$ cat config.mk
export PLATFORM = sky130hd
export DESIGN_NAME = wdb_ctrl
export DESIGN_NICKNAME = d
export VERILOG_FILES = /design/src/rtl/wdb_pkg.sv /design/src/rtl/wdb_ctrl.sv
export SDC_FILE = /design/constraint.sdc
export NUM_CORES = 1
export LEC_CHECK = 0
export ABC_CLOCK_PERIOD_IN_PS = 1000
export CAP_MARGIN = 0
export CORE_AREA = 2 2 39 41
export CTS_CLUSTER_SIZE = 25
export DETAILED_ROUTE_END_ITERATION = 7
export DIE_AREA = 0 0 41 43
export DONT_BUFFER_PORTS = 1
export PLACE_DENSITY = 0.3
export SLEW_MARGIN = 25
export SYNTH_ARGS = -nofsm -noshare
export SYNTH_HDL_FRONTEND = slang
export SYNTH_SLANG_ARGS = --single-unit
$ cat constraint.sdc
create_clock -name clk -period 1 [get_ports clk]
set_input_delay 0.15 -clock clk [delete_from_list [all_inputs] [get_ports clk]]
set_output_delay 0.15 -clock clk [all_outputs]
set_load 0.01 [all_outputs]
$ cat src/rtl/wdb_pkg.sv
// shared types and constants of the progress stall watchdog bank
// no dependencies; used by every other file of the block except wdb_ram

package wdb_pkg;

  localparam int SLOTS_DEFAULT = 256;
  localparam int MAX_ACTIVE    = 256;
  localparam int CMP_W         = 10;

  localparam int SLOT_W   = 8;
  localparam int TAG_W    = 16;
  localparam int WORD_W   = 64;
  localparam int STATUS_W = 2;
  localparam int LIMIT_W  = 32;
  localparam int RATE_W   = 16;
  localparam int THR_W    = LIMIT_W + RATE_W;
  localparam int ENTRY_W  = TAG_W + WORD_W + WORD_W;

  localparam int APB_ADDR_W = 3;
  localparam int APB_DATA_W = 32;

  localparam logic OP_REGISTER = 1'b0;
  localparam logic OP_OBSERVE  = 1'b1;

  localparam logic [STATUS_W-1:0] STATUS_OK     = 2'd0;
  localparam logic [STATUS_W-1:0] STATUS_FULL   = 2'd1;
  localparam logic [STATUS_W-1:0] STATUS_UNUSED = 2'd2;

  localparam logic REG_STALL_LIMIT = 1'b0;
  localparam logic REG_TICKS       = 1'b1;

  localparam logic [LIMIT_W-1:0] STALL_LIMIT_RESET = 32'd2000;
  localparam logic [RATE_W-1:0]  TICKS_RESET       = 16'd1000;

  typedef struct packed {
    logic load;
    logic commit;
  } ctrl_cmd_t;

endpackage

$ cat src/rtl/wdb_ctrl.sv
// controller: request handshake, two-step sequencing and result valid
// depends on wdb_pkg

module wdb_ctrl (
  input  logic               clk,
  input  logic               rst,
  input  logic               in_valid,
  output logic               in_ready,
  output logic               out_valid,
  input  logic               out_ready,
  output wdb_pkg::ctrl_cmd_t cmd
);
  import wdb_pkg::*;

  typedef enum logic [1:0] {
    S_IDLE = 2'b01,
    S_EXEC = 2'b10
  } state_t;

  state_t state, state_next;
  logic   out_valid_next;
  logic   out_blocked;

  assign out_blocked = out_valid && !out_ready;
  assign in_ready    = (state == S_IDLE);
  assign cmd.load    = in_ready && in_valid;
  assign cmd.commit  = (state == S_EXEC) && !out_blocked;

  always_comb begin
    state_next = state;
    unique case (state)
      S_IDLE: begin
        if (cmd.load) state_next = S_EXEC;
      end
      S_EXEC: begin
        if (cmd.commit) state_next = S_IDLE;
      end
      default: state_next = S_IDLE;
    endcase
  end

  always_comb begin
    out_valid_next = out_valid;
    if (out_valid && out_ready) out_valid_next = 1'b0;
    if (cmd.commit) out_valid_next = 1'b1;
  end

  always_ff @(posedge clk) begin
    if (rst) begin
      state     <= S_IDLE;
      out_valid <= 1'b0;
    end else begin
      state     <= state_next;
      out_valid <= out_valid_next;
    end
  end

endmodule

### After elaboration in Yosys (flattened, before gate mapping)

Cells that the tools add are included.

| word-level totals | value |
|---|---|
| flip-flop bits (word level) | 3 |
| bits of input ports | 4 |
| output and inout bits | 4 |
| word-level logic and storage cells | 19 |

| cells by class | value |
|---|---|
| equal/unequal tests | 4 |
| mux-type cells | 5 |
| reductions and logical operators | 8 |

Operator list:

| kind | count |
|---|---|
| $logic_and A1 B1 Y1 | 4 |
| $mux W2 | 2 |
| $pmux W2 S2 | 1 |
| $eq A2 B1 Y1 const B | 1 |
| $eq A2 B2 Y1 const B | 1 |
| $logic_not A1 Y1 | 2 |
| $mux W1 | 2 |
| $ne A2 B1 Y1 const B | 1 |
| $ne A2 B2 Y1 const B | 1 |
| $reduce_and A2 Y1 | 1 |
| $reduce_bool A2 Y1 | 1 |

### Longest topological paths before layout

| logic depth | value |
|---|---|
| word-level depth | 6 |
| gate-level depth with buffers | 3 |
| gate-level depth less buffers | 2 |

### Least setup slack after synthesis

OpenSTA, ideal clock, no wires.

| path | value |
|---|---|
| path type | register to register |
| from | register state[1] |
| to | register state[1] |
| setup time | 0.115 ns |
| arrival | 0.733 ns |
| required time | 0.885 ns |
| path slack | 0.152 ns |
| stages on the path, launching flop included | 3 |
| buffers on the path | 0 |
| clock period less this slack | 0.848 ns |
| cell sequence | dfxtp_1 > and3b_1 > o21ba_1 |

RTL lines:

| element | RTL line | text |
|---|---|---|
| start: declaration | wdb_ctrl.sv:20 | `state_t state, state_next;` |
| start signal: assignment | wdb_ctrl.sv:53 | `state <= state_next;` |

==> parameters.txt <==
Parameter                              Value

Placement
  HPWL reported at the end of detailed placement    228 um
  Placed cells    28
  Worst slack at placement    101 ps
  Post-Place Cell Area    149 um^2
  I/O Buffers    0
  RD Place Congestion    0.623

CTS
  Clock H-tree levels    1
  Clock Pin Slew Worst Setup and Hold Paths    about 30 ps
  Clk_lat worst skew    230 ps
  Clock sink count    3
  Clock Root Buffer    clkbuf_4
  Max clock buf depth    2
  Clock buffer count from CTS    3
  CTS tree    done

Timing
  Worst-case setup margin in the final layout    -2.28 ps
  Hold Fails Final Rpt    0
  Maximum clock frequency    between 900 and 1000 MHz
  Total of endpoints with negative setup slack in the final report    1
  Rel. slew slack    0.899
  Aggregate negative setup slack    -2.28 ps
  Clock period minus final worst setup slack    1000 ps
  Final critical-path share of the clock period    1.00
  RSZ-0062 raised after global routing    true
  Worst Clk Skew    2.38 ps
  Final slew viol count    0
  Actual transition at the worst max-transition pin    around 150 ps

Detailed routing
  Residual DRC count    0
  ANT nets after route    0
  Overall via count from detail_route    121
  Initial detailed-routing violation count    2
  Detail-routed via count per cell    3.46
  Number of iterations in the first detailed-routing pass    2
  Routed wire per std cell    about 10 um
  Total wire length after detailed routing    between 300 and 400 um

Global route
  Total GRT Usage    0.0532
  Grt ovf    0
  Vias in the first global route    142
  First-pass GRT wire length    about 550 um
  Initial antenna violation count    0
  Largest net degree at the start of global routing    5

Yosys
  Most frequent cells after synthesis    dfxtp_1, nand2b_1, nor2b_1
  Post-synth top area share    0.440
  Syn Nets    17
  Netlist area before placement    136 um^2
  #FFs+latches synth    3
  Post-synthesis sequential area ratio    0.440
  Count of flip-flops with a built-in enable after synthesis    0
  Share of synthesized flip-flops with an asynchronous set or reset    0
  Mapped Cells    13
  Count of different cell masters after synthesis    9
  Main flop type after synthesis    dfxtp_1
  Warnings from Yosys    0
  Dominant cell type by area after synthesis    dfxtp_1
  Top cells by area in the synthesized netlist    dfxtp_1, and4bb_2, nand2b_1, nor2b_1, o21ba_1
  Avg Cell Area, Syn    10.5 um^2
  Leading cell type by number of instances after synthesis    dfxtp_1

Final layout
  Number of nets in the final layout    24
  Area growth, synth to finish    70.6%
  Layout cells sized above 1    0.737
  Number of non-filler instances in the completed layout    35
  Final instance area    ~230 um^2
  Antenna diodes    0

Die
  Overall die area    0.00176 mm^2
  Die width    slightly above 40 um
  Placeable core area    0.00138 mm^2
  DIE HEIGHT    43 um
  Total number of placement rows    14
  Top-level I/O count    8
  Initial standard-cell utilization of the core    0.0986

Power
  Ratio of total power to cell area    1600 mW/mm^2
  VDD IR max    approximately 0.00056 V
  Static Leak    0.110 nW
  Overall power consumption    0.372 mW

Setup path
  Type of the worst setup path    flip-flop to primary output
  Slowest Stage Delay on Critical Path    between 300 and 400 ps
  Crit path max-delay family    flip-flops
  CP endpoint kind    primary output
  Reg2Reg Depth    2
  Critical path required time    850 ps
  Slowest cell on the critical path    dfxtp_2
  Chain of cells forming the critical path    and3b_2
  Worst Path Arrival    850 ps
  Logic depth of the worst path, buffers included    1
  Maximum net fanout on the critical path    4
  Crit start category    flip-flop
  Critical path buffers and inverters    0

Outcome
  Run status    complete, but fails checks
  Failing checks    negative setup slack

Worst hold path
  WHS Path Cells    1
  Type of the worst min-delay path    input pin to flip-flop

Job
  Number of max-cap violations    0
## per-layer routing
| metal | global-route usage | wire (um) |
|---|---|---|
| met1 | 0.0417 | 131 |
| met2 | 0.0531 | 148 |
| met3 | 0.0733 | 83 |
| met4 | 0.0600 | 0 |
| met5 | 0 | 0 |
## cell type report
| class | instances | area (um^2) |
|---|---|---|
| multi-input cells | 9 | 95.1 |
| fillers | 160 | 1150 |
| repair buffers | 3 | 25.0 |
| clock buffers | 4 | 26.3 |
| flip-flops and latches | 3 | 66.3 |
| well taps | 16 | 20.0 |
## logic make-up after synthesis
family                 share of synthesized area
AND/OR/NAND/NOR                            0.339
flip-flops                                 0.440
buffers and inverters                     0.0551
AO/OA/AOI/OAI                              0.165
## final timing paths
kind                          startpoint                endpoint  slack, ps
setup / recovery   state[1]$_SDFFE_PP0P_                  cmd[1]         -2
hold reg to reg   out_valid$_SDFFE_PP0P_  out_valid$_SDFFE_PP0P_        610
setup reg to reg   state[1]$_SDFFE_PP0P_   state[1]$_SDFFE_PP0P_         80
hold / removal                       rst   state[0]$_SDFFE_PP1P_         30
## cells in the final DEF, fill, tap and decap left out
master         n
clkbuf_4       3
nand2b_4       2
buf_4          2
dfxtp_2        2
nor2b_2        1
nor2b_4        1
and3b_2        1
a21oi_1        1
and4bb_2       1
o21ba_1        1
o21bai_1       1
clkbuf_1       1
dlygate4sd3_1  1
dfxtp_4        1
## flip-flops by register name, summed over array words and instances, names as in the netlist
| signal | flops |
|---|---|
| out_valid | 1 |
| state | 2 |
## worst reg2reg max path: stages (launching register included)
cell     delay [ps]
dfxtp_2         370
and3b_2         260
o21ba_1         180
## where the power goes
part | leakage, nW | internal, mW | switching (mW) | total, mW
combinational | 0.0693 | 0.0205 | 0.0126 | 0.0331
clock | 0.0150 | 0.149 | 0.0571 | 0.206
sequential | 0.0255 | 0.125 | 0.00763 | 0.133
total | 0.110 | 0.295 | 0.0773 | 0.372
## timing repair
item / 4_1_cts / 5_1_grt
hold buffers: 1 / 0
endpoints found under the setup margin: 3 / 3
pin swaps: 0 / 1
gates cloned: 0 / 0
resized for setup: 6 / 4
setup buffers: 0 / 2
hold endpoints to repair: 1 / 0
## per-stage QoR
step | hold WS (ps) | utilization
finish | 33.9 | 0.168
floorplan | 219 | -
global route | 27.7 | 0.168
global placement | 221 | 0.108
detailed placement | 225 | 0.108
CTS | 27.3 | 0.147
Power figures use the tool's default switching activity.
