[config.mk]
export PLATFORM = sky130hd
export DESIGN_NAME = wdb_regs
export DESIGN_NICKNAME = d
export VERILOG_FILES = /design/src/rtl/wdb_pkg.sv /design/src/rtl/wdb_regs.sv
export SDC_FILE = /design/constraint.sdc
export NUM_CORES = 1
export LEC_CHECK = 0
export BUFFER_PORTS_ARGS = -buffer_cell sky130_fd_sc_hd__buf_2
export CAP_MARGIN = 15
export CORE_ASPECT_RATIO = 0.6
export CORE_MARGIN = 2
export CORE_UTILIZATION = 58
export DETAILED_ROUTE_END_ITERATION = 10
export PLACE_DENSITY = 0.85
export SLEW_MARGIN = 20
export SYNTH_ARGS = -nofsm -noshare
export SYNTH_HDL_FRONTEND = slang
export SYNTH_SLANG_ARGS = --single-unit
export TNS_END_PERCENT = 100
[constraint.sdc]
create_clock -name clk -period 6.3 [get_ports clk]
set_clock_uncertainty 0.1 [all_clocks]
set_input_delay 0.945 -clock clk [delete_from_list [all_inputs] [get_ports clk]]
set_output_delay 0.945 -clock clk [all_outputs]
set_load 0.01 [all_outputs]
[src/rtl/wdb_pkg.sv]
// shared types and constants of the progress stall watchdog bank
// no dependencies; used by every other file of the block except wdb_ram

package wdb_pkg;

  localparam int SLOTS_DEFAULT = 256;
  localparam int MAX_ACTIVE    = 256;
  localparam int CMP_W         = 10;

  localparam int SLOT_W   = 8;
  localparam int TAG_W    = 16;
  localparam int WORD_W   = 64;
  localparam int STATUS_W = 2;
  localparam int LIMIT_W  = 32;
  localparam int RATE_W   = 16;
  localparam int THR_W    = LIMIT_W + RATE_W;
  localparam int ENTRY_W  = TAG_W + WORD_W + WORD_W;

  localparam int APB_ADDR_W = 3;
  localparam int APB_DATA_W = 32;

  localparam logic OP_REGISTER = 1'b0;
  localparam logic OP_OBSERVE  = 1'b1;

  localparam logic [STATUS_W-1:0] STATUS_OK     = 2'd0;
  localparam logic [STATUS_W-1:0] STATUS_FULL   = 2'd1;
  localparam logic [STATUS_W-1:0] STATUS_UNUSED = 2'd2;

  localparam logic REG_STALL_LIMIT = 1'b0;
  localparam logic REG_TICKS       = 1'b1;

  localparam logic [LIMIT_W-1:0] STALL_LIMIT_RESET = 32'd2000;
  localparam logic [RATE_W-1:0]  TICKS_RESET       = 16'd1000;

  typedef struct packed {
    logic load;
    logic commit;
  } ctrl_cmd_t;

endpackage

[src/rtl/wdb_regs.sv]
// apb configuration registers and the registered stall threshold
// depends on wdb_pkg

module wdb_regs (
  input  logic                             clk,
  input  logic                             rst,
  input  logic                             psel,
  input  logic                             penable,
  input  logic                             pwrite,
  input  logic [wdb_pkg::APB_ADDR_W-1:0]   paddr,
  input  logic [wdb_pkg::APB_DATA_W-1:0]   pwdata,
  output logic [wdb_pkg::APB_DATA_W-1:0]   prdata,
  output logic                             pready,
  output logic [wdb_pkg::THR_W-1:0]        threshold
);
  import wdb_pkg::*;

  logic [LIMIT_W-1:0] stall_limit;
  logic [RATE_W-1:0]  ticks;
  logic               wr;
  logic               reg_sel;
  logic [LIMIT_W-1:0] lim_eff;
  logic [RATE_W-1:0]  rate_eff;

  assign pready  = 1'b1;
  assign reg_sel = paddr[2];
  assign wr      = psel && penable && pwrite && pready;

  always_ff @(posedge clk) begin
    if (rst) begin
      stall_limit <= STALL_LIMIT_RESET;
      ticks       <= TICKS_RESET;
    end else if (wr) begin
      unique case (reg_sel)
        REG_STALL_LIMIT: stall_limit <= pwdata[LIMIT_W-1:0];
        REG_TICKS:       ticks       <= pwdata[RATE_W-1:0];
        default: ;
      endcase
    end
  end

  always_comb begin
    unique case (reg_sel)
      REG_STALL_LIMIT: prdata = stall_limit;
      REG_TICKS:       prdata = {{(APB_DATA_W-RATE_W){1'b0}}, ticks};
      default:         prdata = '0;
    endcase
  end

  // zero counts as one
  assign lim_eff  = (stall_limit == '0) ? LIMIT_W'(1) : stall_limit;
  assign rate_eff = (ticks == '0) ? RATE_W'(1) : ticks;

  always_ff @(posedge clk) begin
    threshold <= THR_W'(lim_eff) * THR_W'(rate_eff);
  end

endmodule

Yosys cells after proc, flatten, opt, wreduce, memory -nomap -nowiden
Index checks and enable logic that the tools add are counted.
Word-level totals
  bits in read-only memories: 0
  latch bits: 0
  flip-flop bits (word level): 96
  output and inout bits: 81
  logic and storage cells: 14
  input bits: 40
  RAM bits: 0
  memories: 0
Cells by class
  multiplexer cells: 3
  shift-type cells: 0
  eq/ne operators: 0
  $mul: 1
  add/sub/neg operators: 0
  bitwise gates (word level): 1
  divide/modulo/power cells: 0
  $lt $le $gt $ge: 0
  reductions and logical operators: 6
Operators with widths (number)
  case mux 32 bit (2 select lines): 1
  multiplier 32 x 16 -> 48 bit: 1
  logical NOT 32 bit: 1
  2-to-1 mux 32 bit: 1
  logical NOT 16 bit: 1
  2-to-1 mux 16 bit: 1
  AND reduction 2 bit: 2
  logical AND 1 bit: 2
  NOT 1 bit: 1

Longest topological paths before layout
  depth after elaboration: 3
  depth in mapped cells: 27
  mapped depth without buffers: 24

Worst setup path before layout
OpenSTA, ideal clock, no wires.
  path kind: reg-to-reg
  start: register stall_limit[28]
  end: register threshold[46] in the netlist's numbering
  clock period less this slack: 6.430 ns
  arrival time: 6.258 ns
  path buffers: 3
  path slack: -0.130 ns
  stages on the path, launching flop included: 26
  required time: 6.128 ns
  path through: dfxtp_1 > clkbuf_1 > nor4_1 > nand4_1 > o21bai_1 > clkbuf_1 > nand2_1 > fa_1 > fa_1 > inv_1 > fa_1 > fa_1 > fa_1 > inv_1 > fa_1 > inv_1 > ha_1 > buf_4 > nand2_1 > o21a_1 > a211o_1 > a22o_1 > o31ai_4 > a41oi_2 > o31ai_2 > xor2_1
Between the ends
  cells in the longest elaborated chain, start to end: 3
Ends and longest elaborated chain
  from (decl): RTL line wdb_regs.sv:18  | logic [LIMIT_W-1:0] stall_limit;
  from (signal assigned): RTL line wdb_regs.sv:35  | REG_STALL_LIMIT: stall_limit <= pwdata[LIMIT_W-1:0];
  logical NOT 32 bit: RTL line wdb_regs.sv:51  | assign lim_eff = (stall_limit == '0) ? LIMIT_W'(1) : stall_limit;
  2-to-1 mux 32 bit *: RTL line wdb_regs.sv:51
  multiplier 32 x 16 -> 48 bit *: RTL line wdb_regs.sv:55  | threshold <= THR_W'(lim_eff) * THR_W'(rate_eff);
  to (signal assigned): RTL line wdb_regs.sv:55
  to (decl): RTL line wdb_regs.sv:14  | output logic [wdb_pkg::THR_W-1:0] threshold
Mark *: on every way between the ends. The rest lies on a longest branch, timed or not.
A chain may end at the register's enable or synchronous reset.

Worst setup path after layout
  start: register stall_limit[27]
  end: register threshold[46] in the netlist's numbering
The elaborated chain is that of the path after synthesis.

==> out/summary.txt <==
TIMING
----------------------------------------------------------------------------------------------------
Least-Margin Pin Slew                                                                       1.175 ns
Final critical-path share of the clock period                                                  1.034
Post-layout min period                                                                      6.516 ns
Setup violation total in the final timing report                                                  13
Final slew viol count                                                                              0
Fmax                                                                                       153.5 MHz
Unrepaired setup endpoints after global routing                                                  yes
Normalized max-slew margin                                                                    0.2140
Final hold violation count                                                                         0
Minimum setup slack in the final design                                                   -0.2159 ns
Hold WS                                                                                    0.4424 ns

CRITICAL PATH
----------------------------------------------------------------------------------------------------
Cell Chain, Critical Path                                                               nor4_4 > nand4_1 > o21bai_4 > buf_12 > nand2_4 > fa_2 > fa_1 > inv_2 > fa_1 > fa_2 > fa_1 > fa_1 > ha_4 > a21oi_4 > o21a_1 > a211o_1 > a22o_4 > o31ai_4 > a41oi_2 > o31ai_2 > xor2_1
Slowest cell on crit path                                                               sky130_fd_sc_hd__fa_2
Category of the critical setup timing path                                                   reg2reg
Top cell family by delay on the critical path                                            adder cells
Buffers and inverters on the worst path                                                            2
Nature of the critical path startpoint                                                     flip-flop
Crit-path most repeated cell                                                            sky130_fd_sc_hd__fa_1
CP max FO                                                                                          6
Delay of the slowest cell on the worst path                                                  0.55 ns
Type of destination of the critical path                                                   flip-flop
Required time worst endpoint                                                                 6.54 ns
WP data arrival                                                                              6.76 ns

OUTCOME
----------------------------------------------------------------------------------------------------
Violations in the final reports                                                         setup timing
Run status                                                                              complete, but fails checks

SYNTHESIS
----------------------------------------------------------------------------------------------------
Area contributors post-synth                                                            sky130_fd_sc_hd__fa_1 (43%), sky130_fd_sc_hd__dfxtp_1 (9.8%), sky130_fd_sc_hd__inv_1 (8.5%), sky130_fd_sc_hd__nand2_1 (8.3%), sky130_fd_sc_hd__ha_1 (7.7%)
Post-synthesis net count                                                                       2,842
Async set or reset register ratio after synthesis                                                  0
Synth Instances                                                                                2,264
Synth top area share                                                                          0.4278
Post-synthesis instance area                                                             0.01956 mm2
Most frequently used cell type in the post-synthesis netlist                            sky130_fd_sc_hd__inv_1
Main flop type after synthesis                                                          sky130_fd_sc_hd__dfxtp_1
Proportion of synthesized chip area in sequential cells                                      0.09824
Synth cell types                                                                                  55
Register bit total from synthesis                                                                 96
Area leader, netlist                                                                    sky130_fd_sc_hd__fa_1
Post-synth EDFFs                                                                                   0
Avg Cell Area, Syn                                                                         8.641 um2
Number of warnings reported in the yosys synthesis log                                             0
Most numerous cell types in the synthesized netlist                                     sky130_fd_sc_hd__inv_1 (443), sky130_fd_sc_hd__nand2_1 (432), sky130_fd_sc_hd__fa_1 (418)

FINAL LAYOUT
----------------------------------------------------------------------------------------------------
Net count, final                                                                               3,050
Antenna fix cells                                                                                  0
Fraction of final layout cells sized beyond drive strength 1                                  0.2063
Area Overhead vs Synth                                                                        19.51%
Number of fillers in the final layout                                                          2,319
Final cell area excluding filler cells                                                   0.02338 mm2
Number of standard cells in the final layout excluding fillers                                 2,936

ROUTE
----------------------------------------------------------------------------------------------------
Via count                                                                                     16,860
Detailed-router iteration count before antenna repair                                              6
DRC viols                                                                                          0
Routed via count divided by cell count                                                         5.743
WL per Instance                                                                             20.76 um
Total wire length                                                                          60,950 um
Count of routing violations after the opening detailed-route iteration                         1,873
Remaining antenna violation count after routing                                                    0

GLOBAL ROUTING
----------------------------------------------------------------------------------------------------
Initial antenna violation count                                                                    2
Maximum number of pins on one net before global-route repair                                      49
Total overflow reported by the global router                                                       0
Global-route wire length before repair                                                     96,540 um
Aggregate global-route resource usage                                                         0.3587
Vias in the first global route                                                                18,070

CTS
----------------------------------------------------------------------------------------------------
Clock network latency to the later pin of the worst-skew pair                                0.40 ns
Clock-pin slew reported for the worst setup and hold paths after clock tree synthesis        0.10 ns
Total clock buffers created by CTS                                                                 9
Clock tree from TritonCTS                                                                      built
Total number of clock tree sinks                                                                  96
Cell at the root of the clock tree                                                      sky130_fd_sc_hd__clkbuf_16
Number of buffers on the longest clock path                                                        2
Number of H-tree levels                                                                            3

PLACED DESIGN
----------------------------------------------------------------------------------------------------
Input/output buffers                                                                             117
Placed wire-length estimate                                                                46,930 um
Standard cell area after detailed placement                                              0.02200 mm2
Final GP Congestion                                                                           0.9427
Number of cells after detailed placement                                                       2,904

HOLD PATH
----------------------------------------------------------------------------------------------------
Hold/Removal Path Class                                                                      reg2reg

PWR
----------------------------------------------------------------------------------------------------
LEAKAGE                                                                                     11.75 nW
Worst IR drop on VDD                                                                       0.2963 mV
PwrDens                                                                                 213.5 mW/mm2

FLOORPLAN
----------------------------------------------------------------------------------------------------
Die Width                                                                                   241.1 um
Number of ports placed on the die boundary                                                       121
Placement Rows                                                                                    52
Floorplan die area                                                                       0.03526 mm2
Initial core utilization                                                                      0.5850
Area of the core region                                                                  0.03344 mm2
Die span in y                                                                               146.3 um

RUN
----------------------------------------------------------------------------------------------------
MaxCap Viol Count                                                                                  0

sequential cells by signal, indices dropped and copies added (netlist names):
name         count
stall_limit     32
ticks           16
threshold       48
per-layer routing:
layer / vias up / routed length [um] / track usage
met5: - / 38 / 0
met1: 8253 / 23190 / 0.4986
met4: 4 / 2011 / 0.1262
met3: 190 / 9535 / 0.1456
met2: 1292 / 26180 / 0.5075
li1: 7122 / - / -
final cells by class:
class | instances | area, um2 | share of cell area
Clock buffer | 9 | 225.2 | 0.009633
Inverter | 443 | 1663 | 0.07112
Clock inverter | 7 | 81.33 | 0.003479
Tap cell | 459 | 574.3 | 0.02456
Sequential cell | 96 | 1963 | 0.08397
Timing Repair Buffer | 357 | 2841 | 0.1215
Multi-Input combinational cell | 1565 | 16030 | 0.6857
cell usage in the layout, fill, tap and decap left out, types with 16 or more instances in the layout:
cell type,n
sky130_fd_sc_hd__a21o_1,26
sky130_fd_sc_hd__a21oi_1,71
sky130_fd_sc_hd__and2_1,216
sky130_fd_sc_hd__buf_12,20
sky130_fd_sc_hd__buf_2,117
sky130_fd_sc_hd__buf_4,182
sky130_fd_sc_hd__buf_6,29
sky130_fd_sc_hd__dfxtp_1,75
sky130_fd_sc_hd__fa_1,409
sky130_fd_sc_hd__ha_1,106
sky130_fd_sc_hd__inv_1,435
sky130_fd_sc_hd__mux2_2,17
sky130_fd_sc_hd__nand2_1,427
sky130_fd_sc_hd__nand4_1,17
sky130_fd_sc_hd__nor2_1,25
sky130_fd_sc_hd__nor2b_1,21
sky130_fd_sc_hd__o21ai_0,16
sky130_fd_sc_hd__xnor2_1,24
sky130_fd_sc_hd__xor2_1,17
worst reg2reg max path, stage by stage, from the launching register on:
cell                       delay (ns)
sky130_fd_sc_hd__dfxtp_2         0.35
sky130_fd_sc_hd__nor4_4          0.32
sky130_fd_sc_hd__nand4_1         0.20
sky130_fd_sc_hd__o21bai_4        0.24
sky130_fd_sc_hd__buf_12          0.15
sky130_fd_sc_hd__nand2_4         0.05
sky130_fd_sc_hd__fa_2            0.52
sky130_fd_sc_hd__fa_1            0.42
sky130_fd_sc_hd__inv_2           0.09
sky130_fd_sc_hd__fa_1            0.44
sky130_fd_sc_hd__fa_2            0.55
sky130_fd_sc_hd__fa_1            0.42
sky130_fd_sc_hd__fa_1            0.49
sky130_fd_sc_hd__ha_4            0.35
sky130_fd_sc_hd__a21oi_4         0.07
sky130_fd_sc_hd__o21a_1          0.19
sky130_fd_sc_hd__a211o_1         0.27
sky130_fd_sc_hd__a22o_4          0.24
sky130_fd_sc_hd__o31ai_4         0.29
sky130_fd_sc_hd__a41oi_2         0.25
sky130_fd_sc_hd__o31ai_2         0.27
sky130_fd_sc_hd__xor2_1          0.17
kinds of logic (layout without fill, tap and decap cells):
family | after synthesis | in the layout | synth area share
AO/OA/AOI/OAI | 181 | 181 | 0.05936
other | 1 | 1 | 0.0001917
AND/OR/NAND/NOR | 784 | 784 | 0.1911
buffers and inverters | 603 | 816 | 0.1170
multiplexers | 18 | 18 | 0.01030
adder cells (fa/ha/maj) | 538 | 538 | 0.5045
XOR/XNOR | 43 | 43 | 0.01925
flip-flops | 96 | 96 | 0.09824
power by group:
part	switching [W]	leakage (nW)	total, W	internal, W
logic	0.00191	10.8	0.00364	0.00172
clock network	0.000332	0.150	0.000619	0.000287
registers	0.0000299	0.793	0.000735	0.000705
timing repair:
action | CTS | global route
hold buffers | 0 | 0
setup buffers | 7 | 9
gates resized for setup | 101 | 100
pin swaps | 27 | 31
gates cloned | 1 | 1
setup endpoints to repair | 23 | 22
through the flow:
| stage | setup slack, ns | TNS (ns) | power [W] | util |
|---|---|---|---|---|
| floorplan | 0.003204 | 0 | 0.002511 | - |
| global placement | -0.4388 | -3.566 | 0.003590 | 0.6571 |
| detailed placement | -0.5480 | -5.167 | 0.003678 | 0.6577 |
| CTS | -0.1457 | -0.1909 | 0.004648 | 0.6831 |
| global route | -0.3616 | -3.691 | 0.005341 | 0.6991 |
| finish | -0.2159 | -1.235 | 0.004992 | 0.6991 |
path summary, 6_finish.rpt:
kind | end | slack [ns] | cells after the start | start
worst max register to register | threshold[46]$_DFF_P_ | -0.22 | 21 | stall_limit[27]$_SDFFE_PP0P_
worst min-delay path | ticks[0]$_SDFFE_PP0P_ | 0.44 | 2 | ticks[0]$_SDFFE_PP0P_
worst max-delay path | threshold[46]$_DFF_P_ | -0.22 | 21 | stall_limit[27]$_SDFFE_PP0P_
worst min register to register | ticks[0]$_SDFFE_PP0P_ | 0.44 | 2 | ticks[0]$_SDFFE_PP0P_
(Power assumes the default switching activity.)
